## config.mk

```make
export PLATFORM = sky130hd
export DESIGN_NAME = byte_sort_engine
export DESIGN_NICKNAME = d
export VERILOG_FILES = /design/src/hw/rtl/bse_pkg.sv /design/src/hw/rtl/bse_ram.sv /design/src/hw/rtl/bse_ctrl.sv /design/src/hw/rtl/bse_datapath.sv /design/src/hw/rtl/byte_sort_engine.sv
export SDC_FILE = /design/constraint.sdc
export NUM_CORES = 1
export LEC_CHECK = 0
export ABC_AREA = 1
export BUFFER_PORTS_ARGS = -buffer_cell sky130_fd_sc_hd__buf_2
export CELL_PAD_IN_SITES_DETAIL_PLACEMENT = 1
export CELL_PAD_IN_SITES_GLOBAL_PLACEMENT = 1
export CORE_UTILIZATION = 50
export CTS_CLUSTER_DIAMETER = 150
export DETAILED_ROUTE_END_ITERATION = 16
export HOLD_SLACK_MARGIN = 0.1
export PLACE_DENSITY_LB_ADDON = 0.1
export SLEW_MARGIN = 40
export SYNTH_ARGS = -nofsm -noshare
export SYNTH_HDL_FRONTEND = slang
export SYNTH_SLANG_ARGS = --single-unit
```

## constraint.sdc

```tcl
create_clock -name clk -period 12.55 [get_ports clk]
set_input_delay 0 -clock clk [delete_from_list [all_inputs] [get_ports clk]]
set_output_delay 0 -clock clk [all_outputs]
set_load 0.01 [all_outputs]
```

## src/hw/rtl/bse_pkg.sv

```systemverilog
// bse_pkg: shared constants, controller states and the command and status
// structs used between the byte sort controller and its datapath.
// no dependencies
package bse_pkg;

  localparam int CAPACITY = 64;
  localparam int DATA_W   = 8;
  localparam int ADDR_W   = $clog2(CAPACITY);
  localparam int CNT_W    = $clog2(CAPACITY + 1);

  typedef enum logic [2:0] {
    ST_LOAD,
    ST_PASS_START,
    ST_PASS_FIRST,
    ST_PASS_RUN,
    ST_PASS_END,
    ST_EMIT_READ,
    ST_EMIT_LOAD,
    ST_EMIT_WAIT
  } state_t;

  typedef struct packed {
    logic load;
    logic pass_start;
    logic pass_first;
    logic pass_run;
    logic pass_end;
    logic emit_load;
    logic emit_take;
  } cmd_t;

  typedef struct packed {
    logic short_block;
    logic run_more;
    logic pass_more;
    logic emit_final;
  } status_t;

endpackage

```

## src/hw/rtl/bse_ram.sv

```systemverilog
// bse_ram: generic single write port, single read port ram with registered read
// no dependencies
module bse_ram #(
  parameter int WIDTH = 8,
  parameter int DEPTH = 64
) (
  input  logic                     clk,
  input  logic                     we,
  input  logic [$clog2(DEPTH)-1:0] waddr,
  input  logic [WIDTH-1:0]         wdata,
  input  logic [$clog2(DEPTH)-1:0] raddr,
  output logic [WIDTH-1:0]         rdata
);

  logic [WIDTH-1:0] mem [DEPTH];

  always_ff @(posedge clk) begin
    if (we) begin
      mem[waddr] <= wdata;
    end
    rdata <= mem[raddr];
  end

endmodule

```

## src/hw/rtl/bse_ctrl.sv

```systemverilog
// bse_ctrl: state machine sequencing load, bubble sort passes and emission
// depends on bse_pkg
module bse_ctrl (
  input  logic             clk,
  input  logic             rst,
  input  logic             item_valid,
  input  logic             last,
  input  logic             result_stall,
  input  bse_pkg::status_t status,
  output logic             item_stall,
  output bse_pkg::cmd_t    cmd
);

  bse_pkg::state_t state, state_next;

  always_ff @(posedge clk) begin
    if (rst) begin
      state <= bse_pkg::ST_LOAD;
    end else begin
      state <= state_next;
    end
  end

  always_comb begin
    state_next = state;
    unique case (state)
      bse_pkg::ST_LOAD: begin
        if (item_valid && last) begin
          state_next = status.short_block ? bse_pkg::ST_EMIT_READ : bse_pkg::ST_PASS_START;
        end
      end
      bse_pkg::ST_PASS_START: state_next = bse_pkg::ST_PASS_FIRST;
      bse_pkg::ST_PASS_FIRST: state_next = bse_pkg::ST_PASS_RUN;
      bse_pkg::ST_PASS_RUN: begin
        if (!status.run_more) begin
          state_next = bse_pkg::ST_PASS_END;
        end
      end
      bse_pkg::ST_PASS_END: begin
        state_next = status.pass_more ? bse_pkg::ST_PASS_START : bse_pkg::ST_EMIT_READ;
      end
      bse_pkg::ST_EMIT_READ: state_next = bse_pkg::ST_EMIT_LOAD;
      bse_pkg::ST_EMIT_LOAD: state_next = bse_pkg::ST_EMIT_WAIT;
      bse_pkg::ST_EMIT_WAIT: begin
        if (!result_stall) begin
          state_next = status.emit_final ? bse_pkg::ST_LOAD : bse_pkg::ST_EMIT_READ;
        end
      end
      default: state_next = bse_pkg::ST_LOAD;
    endcase
  end

  always_comb begin
    item_stall     = (state != bse_pkg::ST_LOAD);
    cmd            = '0;
    cmd.load       = (state == bse_pkg::ST_LOAD) && item_valid;
    cmd.pass_start = (state == bse_pkg::ST_PASS_START);
    cmd.pass_first = (state == bse_pkg::ST_PASS_FIRST);
    cmd.pass_run   = (state == bse_pkg::ST_PASS_RUN);
    cmd.pass_end   = (state == bse_pkg::ST_PASS_END);
    cmd.emit_load  = (state == bse_pkg::ST_EMIT_LOAD);
    cmd.emit_take  = (state == bse_pkg::ST_EMIT_WAIT) && !result_stall;
  end

endmodule

```

## src/hw/rtl/bse_datapath.sv

```systemverilog
// bse_datapath: element store, counters, compare and swap unit, result register
// depends on bse_pkg and bse_ram
module bse_datapath (
  input  logic                              clk,
  input  logic                              rst,
  input  bse_pkg::cmd_t                     cmd,
  input  logic signed [bse_pkg::DATA_W-1:0] value,
  output bse_pkg::status_t                  status,
  output logic signed [bse_pkg::DATA_W-1:0] sorted_value,
  output logic                              end_of_block,
  output logic                              overflow,
  output logic                              result_valid
);

  logic [bse_pkg::CNT_W-1:0]         count;
  logic                              dropped;
  logic [bse_pkg::CNT_W-1:0]         m;
  logic [bse_pkg::CNT_W-1:0]         k;
  logic signed [bse_pkg::DATA_W-1:0] hold;

  logic                              full;
  logic [bse_pkg::CNT_W-1:0]         n_after;
  logic                              we;
  logic [bse_pkg::ADDR_W-1:0]        waddr;
  logic [bse_pkg::DATA_W-1:0]        wdata;
  logic [bse_pkg::ADDR_W-1:0]        raddr;
  logic [bse_pkg::DATA_W-1:0]        rdata;
  logic signed [bse_pkg::DATA_W-1:0] rdata_s;
  logic                              gt;

  assign full    = (count == bse_pkg::CNT_W'(bse_pkg::CAPACITY));
  assign n_after = full ? count : count + bse_pkg::CNT_W'(1);
  assign rdata_s = $signed(rdata);
  assign gt      = (hold > rdata_s);

  assign status.short_block = (n_after < bse_pkg::CNT_W'(2));
  assign status.run_more    = ((k + bse_pkg::CNT_W'(1)) < m);
  assign status.pass_more   = (m >= bse_pkg::CNT_W'(3));
  assign status.emit_final  = end_of_block;

  always_comb begin
    we    = 1'b0;
    waddr = count[bse_pkg::ADDR_W-1:0];
    wdata = value;
    raddr = k[bse_pkg::ADDR_W-1:0];
    priority if (cmd.load) begin
      we = !full;
    end else if (cmd.pass_start) begin
      raddr = '0;
    end else if (cmd.pass_first) begin
      raddr = bse_pkg::ADDR_W'(1);
    end else if (cmd.pass_run) begin
      we    = 1'b1;
      waddr = k[bse_pkg::ADDR_W-1:0] - bse_pkg::ADDR_W'(1);
      wdata = gt ? rdata_s : hold;
      raddr = k[bse_pkg::ADDR_W-1:0] + bse_pkg::ADDR_W'(1);
    end else if (cmd.pass_end) begin
      we    = 1'b1;
      waddr = m[bse_pkg::ADDR_W-1:0] - bse_pkg::ADDR_W'(1);
      wdata = hold;
    end else begin
      raddr = k[bse_pkg::ADDR_W-1:0];
    end
  end

  bse_ram #(
    .WIDTH(bse_pkg::DATA_W),
    .DEPTH(bse_pkg::CAPACITY)
  ) u_store (
    .clk  (clk),
    .we   (we),
    .waddr(waddr),
    .wdata(wdata),
    .raddr(raddr),
    .rdata(rdata)
  );

  always_ff @(posedge clk) begin
    if (rst) begin
      count        <= '0;
      dropped      <= 1'b0;
      result_valid <= 1'b0;
      m            <= '0;
      k            <= '0;
    end else begin
      if (cmd.load) begin
        m <= n_after;
        k <= '0;
        if (full) begin
          dropped <= 1'b1;
        end else begin
          count <= n_after;
        end
      end
      if (cmd.pass_first) begin
        k <= bse_pkg::CNT_W'(1);
      end
      if (cmd.pass_run && status.run_more) begin
        k <= k + bse_pkg::CNT_W'(1);
      end
      if (cmd.pass_end) begin
        m <= m - bse_pkg::CNT_W'(1);
        k <= '0;
      end
      if (cmd.emit_load) begin
        result_valid <= 1'b1;
      end
      if (cmd.emit_take) begin
        result_valid <= 1'b0;
        if (end_of_block) begin
          count   <= '0;
          dropped <= 1'b0;
          k       <= '0;
        end else begin
          k <= k + bse_pkg::CNT_W'(1);
        end
      end
    end
  end

  // compare and swap: the larger value rides along the pass
  always_ff @(posedge clk) begin
    if (cmd.pass_first) begin
      hold <= rdata_s;
    end else if (cmd.pass_run && !gt) begin
      hold <= rdata_s;
    end
  end

  always_ff @(posedge clk) begin
    if (cmd.emit_load) begin
      sorted_value <= rdata_s;
      end_of_block <= ((k + bse_pkg::CNT_W'(1)) == count);
      overflow     <= dropped;
    end
  end

endmodule

```

## src/hw/rtl/byte_sort_engine.sv

```systemverilog
// byte_sort_engine: top level joining the sort controller and datapath
// depends on bse_pkg, bse_ctrl, bse_datapath
//
// usage:
//   input channel (value, last) loads signed bytes into a 64 entry store, one
//   transaction per cycle while loading; the transaction with last set closes
//   the block. elements past 64 are dropped and the block is flagged overflow.
//   after the closing transaction item_stall stays high while the store is
//   sorted in place by bubble sort passes over the ram (one read and one
//   write port); each pass over m elements carries the largest to the top
//   and the next pass covers m - 1 elements, down to a pass over two.
//   results (sorted_value, end_of_block, overflow) then leave smallest first;
//   each result needs a ram read, a load of the output register and its
//   transaction, and the next ram read waits for that transaction.
//   result_stall holds the output register and pauses the block; nothing is
//   lost. after the transaction with end_of_block set the block takes new
//   input at once. reset empties the store count, clears the dropped-element
//   flag and drops any result in flight.
module byte_sort_engine (
  input  logic                              clk,
  input  logic                              rst,
  input  logic                              item_valid,
  output logic                              item_stall,
  input  logic signed [bse_pkg::DATA_W-1:0] value,
  input  logic                              last,
  output logic                              result_valid,
  input  logic                              result_stall,
  output logic signed [bse_pkg::DATA_W-1:0] sorted_value,
  output logic                              end_of_block,
  output logic                              overflow
);

  bse_pkg::cmd_t    cmd;
  bse_pkg::status_t status;

  bse_ctrl u_ctrl (
    .clk         (clk),
    .rst         (rst),
    .item_valid  (item_valid),
    .last        (last),
    .result_stall(result_stall),
    .status      (status),
    .item_stall  (item_stall),
    .cmd         (cmd)
  );

  bse_datapath u_datapath (
    .clk         (clk),
    .rst         (rst),
    .cmd         (cmd),
    .value       (value),
    .status      (status),
    .sorted_value(sorted_value),
    .end_of_block(end_of_block),
    .overflow    (overflow),
    .result_valid(result_valid)
  );

endmodule

```

==> impl_metrics.ini, run 1 <==
[placed_design]
port_buffers = 24
globalplace.congestion = 0.889
placed_cells = 3099
hpwlAfterDp_um = 45500

[detailed_routing]
vias = 19000
drt_iter0_markers = 1965
drtPass1Iterations = 5
wl_um = 77900
vias_per_cell = 5.90
drc = 0
antenna_left = 0
post_drt_wl_per_cell_um = 24.2

[clock_tree]
numClockSinks = 564
hold_buffers = 5
cts.repair.resized = 0
cts-htree-levels = 2
cts_tree = done
clock_tree.buffer_depth = 3
cts_buffers = 59
cts.clk_slew.worst_paths_ns = 0.06
cts_setup_buffers = 0
cts_root_buffer = clkbuf_16
clk_latency_ns = 0.64

[floorplanning]
dieArea_mm2 = 0.0532
rows = 83
die_y_um = 231
ios = 25
core_area_mm2 = 0.0515
initial_core_util_pct = 50.7
fp.dieW_um = 231

[sta]
fin_crit_ns = 4.64
fin_worst_skew_ns = 0.0196
fin_crit_sh_pct = 36.9
max_freq_ghz = 0.216
setup_tns_ns = 0
slew_headroom_pct = 40.5
grt_setup_unrepaired = no
final_hold_viol_count = 0
fin_hold_ws_ns = 0.229
tightest_slew_ns = 0.891
setup_violations = 0
slew_viol_final = 0

[logic_synthesis]
avgSynthCellArea_um2 = 10.4
synth-seq-area-share_pct = 63.5
ys_dominant_reg_cell = edfxtp_1
ys_types = 41
synth_warnings = 0
synthArstFlopShare_pct = 0
ys_seq_elements = 564
syn_inst = 2506
netlist_area_mm2 = 0.0261
syn-num-nets = 2543
synth_edf_count = 530

[critical_path]
critical_path.startpoint = u_ctrl.state[0]$_SDFFE_PP0P_
timing.rr.start = u_ctrl.state[0]$_SDFFE_PP0P_
startpoint_type = register
end_kind = register
r2r_end = u_datapath.u_store.rdata[4]$_DFF_P_
r2r_slack_ns = 7.91
cp_max_fo = 112
r2r_cells = 14
cp.arrival_ns = 5.16
cp-endpoint = u_datapath.u_store.rdata[4]$_DFF_P_
path_class = reg2reg
cp.required_ns = 13.07

[layout]
mostFrequentLayoutCells = nand3_1, edfxtp_1, nand2_1
nets = 2522
fin_cells = 3211
final_common_cell = nand3_1
drive_gt1_share_pct = 8.69
n_antenna_cell = 0
areaGrowthSynthToFinish_pct = 10.9
fillers = 5574

[global_routing]
antenna_found_initial = 0
grt_pass1_vias = 19700
grt_use_total_pct = 29.8
grt_max_degree = 113
grt_pass1_wl_um = 120000
overflow = 0

[hold_path]
hp-class = in2reg

[job]
max-cap-violations = 0

[power_and_ir_drop]
p_leak_nw = 11.1
irDropWorstVdd_mv = 0.231
powerDensity_mw_per_mm2 = 266

[outcome]
status = finished clean
==> worst min path at each step <==
stage / from / end / slack [ns] / cells after the start
after floorplan: result_stall / u_datapath.result_valid$_SDFFE_PP0P_ / 0.17 / 2
after global placement: result_stall / u_ctrl.state[2]$_SDFFE_PP0P_ / 0.33 / 3
after detailed placement: result_stall / u_ctrl.state[2]$_SDFFE_PP0P_ / 0.33 / 3
after CTS: result_stall / u_datapath.result_valid$_SDFFE_PP0P_ / 0.24 / 4
after global routing: value[5] / u_datapath.u_store.mem[40][5]$_DFFE_PP_ / 0.27 / 4
final: value[5] / u_datapath.u_store.mem[42][5]$_DFFE_PP_ / 0.23 / 4
==> worst max-delay path: stages, from the launching register on <==
cell	delay, ns
dfxtp_1	0.39
ha_1	0.43
nand2_2	0.25
nand2_1	0.11
nand3_1	0.19
nand2_8	0.57
buf_4	0.71
buf_6	0.63
nand3_1	0.19
nand3_1	0.16
nand3_1	0.11
nand3_1	0.23
nand3_1	0.20
nand3_1	0.16
nand2_1	0.08
==> Yosys cell counts (2+ instances only) <==
library cell  count  area share, %
buf_1             4          0.057
dfxtp_1          34            2.6
nand2_1         415            6.0
nor2_2            3          0.072
nand3_1         557             11
o21ai_0          26           0.50
a21oi_1          47           0.90
xor2_1           15           0.50
o31ai_1           2          0.057
a211oi_1          3          0.086
nor2_1           94            1.4
nor3_1           23           0.44
nand2_4           2          0.086
o211ai_1          8           0.23
xnor2_1           2          0.067
edfxtp_1        530             61
nand3b_1        173            5.0
buf_6             3           0.13
a21oi_2           2          0.067
nand2_2           6           0.14
inv_2            12           0.17
buf_2           120            2.3
o21ai_2           3           0.10
buf_4             4           0.11
clkbuf_1         16           0.23
nor2_4            4           0.17
nand3_2           3           0.11
a221oi_1         10           0.34
o21ai_1           6           0.11
a31oi_1           3          0.072
o22ai_1           2          0.048
nand4_1           4          0.096
nor4_1            4          0.096
a22oi_2           2          0.096
inv_1           334            4.8
ha_1             24            1.1
inv_4             2          0.048
==> cells by family (layout without fill, tap and decap cells) <==
group,after synthesis,in the layout,synth area share (%)
simple gates,1290,1290,24.3
flops,564,564,63.5
buf+inv,495,520,7.85
compound gates,116,116,2.67
fa+ha+maj,24,24,1.15
xor+xnor,17,17,0.570
==> layer usage <==
layer / track usage, % / routed length (um) / vias up
li1: - / - / 8564
met1: 40.3 / 33200 / 9564
met2: 48.9 / 37000 / 691
met3: 3.96 / 5040 / 135
met4: 11.6 / 2590 / 0
met5: 0 / 0 / -
==> flip-flops by register name (all words and copies together), names as in the netlist <==
name and flops:
u_ctrl.state 3, u_datapath.count 7, u_datapath.dropped 1, u_datapath.end_of_block 1, u_datapath.hold 8, u_datapath.k 7, u_datapath.m 7, u_datapath.overflow 1
u_datapath.result_valid 1, u_datapath.sorted_value 8, u_datapath.u_store.mem 512, u_datapath.u_store.rdata 8
==> power breakdown <==
| group | leakage [nW] | switching, mW | internal [mW] |
|---|---|---|---|
| combinational | 5.11 | 2.41 | 0.747 |
| clock | 0.951 | 0.739 | 1.06 |
| sequential | 5.03 | 0.0821 | 2.68 |
==> layout make-up <==
cell class / count / area, um2 / share of cell area (%)
multi-input cells: 1447 / 7740 / 26.7
well taps: 680 / 851 / 2.94
clock inverters: 29 / 347 / 1.20
flip-flops and latches: 564 / 16600 / 57.3
repair buffers: 65 / 533 / 1.84
inverters: 348 / 1310 / 4.53
clock buffers: 78 / 1610 / 5.56
==> through the flow <==
step / worst slack (ns) / util [%] / cell area [um2] / total power [mW]
after floorplan: 8.52 / - / 26100 / 4.74
after global placement: 7.66 / 52.0 / 26800 / 5.75
after detailed placement: 8.04 / 52.2 / 26900 / 5.89
after CTS: 7.98 / 56.1 / 28900 / 7.70
after global routing: 7.69 / 56.3 / 29000 / 8.08
final: 7.91 / 56.3 / 29000 / 7.71
Note: power is estimated with default switching activity, not from simulation.
==> run 2: changes to the inputs <==
Settings changed: CORE_UTILIZATION 50 to 46.
Clock period 12.55 ns to 4.1 ns, I/O delays scaled along.
==> impl_metrics.ini, run 2 (synthesized netlist as in run 1, its figures left out) <==
[power_and_ir_drop]
powerDensity_mw_per_mm2 = 818
irDropWorstVdd_mv = 1.07
p_leak_nw = 11.5

[floorplanning]
die_y_um = 240
fp.dieW_um = 240
ios = 25
rows = 86
core_area_mm2 = 0.0556
initial_core_util_pct = 47.0
dieArea_mm2 = 0.0578

[sta]
fin_worst_skew_ns = 0.0206
slew_viol_final = 0
fin_crit_ns = 3.73
max_freq_ghz = 0.268
fin_crit_sh_pct = 90.9
grt_setup_unrepaired = no
fin_hold_ws_ns = 0.160
setup_violations = 0
tightest_slew_ns = 0.751
slew_headroom_pct = 49.8
setup_tns_ns = 0
final_hold_viol_count = 0

[critical_path]
critical-path-top-delay-family = simple AND/OR/NAND/NOR gates
path_class = reg2reg
cp_slowest_cell = nor2_1
cp.required_ns = 4.35
path_cells = inv_1 -> ha_1 -> nand2_2 -> inv_2 -> nor2_4 -> nor2_4 -> o21ai_1 -> inv_2 -> nor2_2 -> nand2_2 -> nor2_1
cp_max_fo = 19
startpoint_type = register
cp.arrival_ns = 3.98
max_stage_delay_ns = 0.62
end_kind = register
crit_buf_inv = 3

[layout]
largest_reg_flops = 512
largest-register = u_datapath.u_store.mem
mostFrequentLayoutCells = nand3_1, edfxtp_1, nand2_1
final_common_cell = nand3_1
fin_util_pct = 53.3
seqCellArea_mm2 = 0.0166
multiInputGateArea_mm2 = 0.00765
drive_gt1_share_pct = 9.89
areaGrowthSynthToFinish_pct = 13.4
n_antenna_cell = 0
nets = 2576
fillers = 6024

[placed_design]
port_buffers = 24
globalplace.congestion = 0.924
hpwlAfterDp_um = 47800

[clock_tree]
clk_latency_ns = 0.64
clock_tree.buffer_depth = 3
cts_root_buffer = clkbuf_16
cts.clk_slew.worst_paths_ns = 0.06
cts_buffers = 60
numClockSinks = 564
cts.repair.resized = 0
cts-htree-levels = 2
cts_tree = done

[detailed_routing]
drc = 0
vias = 18800
post_drt_wl_per_cell_um = 23.7
drt_iter0_markers = 1489
vias_per_cell = 5.63
wl_um = 79000
drtPass1Iterations = 5
antenna_left = 0

[hold_path]
hp-class = in2reg

[global_routing]
overflow = 0
grt_max_degree = 177
antenna_found_initial = 1
grt_use_total_pct = 27.8
grt_pass1_vias = 19500
grt_pass1_wl_um = 120000

[job]
max-cap-violations = 0

[outcome]
status = finished clean
==> run 2: cell types whose count changed in the layout (fill, tap and decap cells not counted), sizes merged <==
cell	change
clkbuf	-10
bufinv	+2
clkinv	+9
dlygate4sd3	+1
inv	+1
clkinvlp	+2
buf	+52
==> run 2: layout make-up <==
class	instances	share of cell area [%]
sequential	564	56.0
multi-input combinational	1447	25.8
clock buffer	68	5.24
inverter	348	4.43
timing repair buffer	118	3.75
tap	748	3.16
clock inverter	43	1.59
==> run 2: path summary, 6_finish.rpt <==
check	from	end	slack, ns	cells past startpoint
max	u_ctrl.state[0]$_SDFFE_PP0P_	u_datapath.u_store.mem[44][1]$_DFFE_PP_	0.37	11
min	value[0]	u_datapath.u_store.mem[15][0]$_DFFE_PP_	0.16	4
max reg2reg	u_ctrl.state[0]$_SDFFE_PP0P_	u_datapath.u_store.mem[44][1]$_DFFE_PP_	0.37	11
min reg2reg	u_datapath.dropped$_SDFF_PP0_	u_datapath.overflow$_DFFE_PP_	0.45	0
==> run 2: timing repair <==
| action | 4_1_cts | 5_1_grt |
|---|---|---|
| endpoints found under the hold margin | 29 | 0 |
| buffers inserted | 0 | 0 |
| hold buffers | 6 | 0 |
==> run 2: through the flow <==
stage / std cells / setup slack, ns / power [mW] / instance area, um2
after detailed placement: 3218 / 0.395 / 18.7 / 27500
after CTS: 3335 / 0.380 / 24.4 / 29600
final: 3336 / 0.374 / 24.2 / 29600
after floorplan: 2506 / 0.0747 / 14.5 / 26100
after global placement: 3218 / 0.494 / 18.5 / 27500
after global routing: 3336 / 0.0952 / 25.4 / 29600
==> run 2: metal layers <==
layer  global-route usage [%]  vias up  part of all wire, %
li1                         -     8670                    -
met1                     39.0     9482                   45
met2                     45.5      526                   47
met3                     3.16      113                  5.1
met4                     7.80        0                  2.5
met5                        0        -                    0
==> run 2: report_power, final <==
part           switching [mW]  internal [mW]  total (mW)
Combinational            7.57           2.61        10.2
Clock                    2.30           3.34        5.64
Sequential              0.247           8.17        8.42
==> run 2: worst register-to-register path, cell delays in order (launching register included) <==
cell,delay (ns)
dfxtp_1,0.39
inv_1,0.09
ha_1,0.28
nand2_2,0.18
inv_2,0.19
nor2_4,0.30
nor2_4,0.09
o21ai_1,0.56
inv_2,0.25
nor2_2,0.21
nand2_2,0.19
nor2_1,0.62
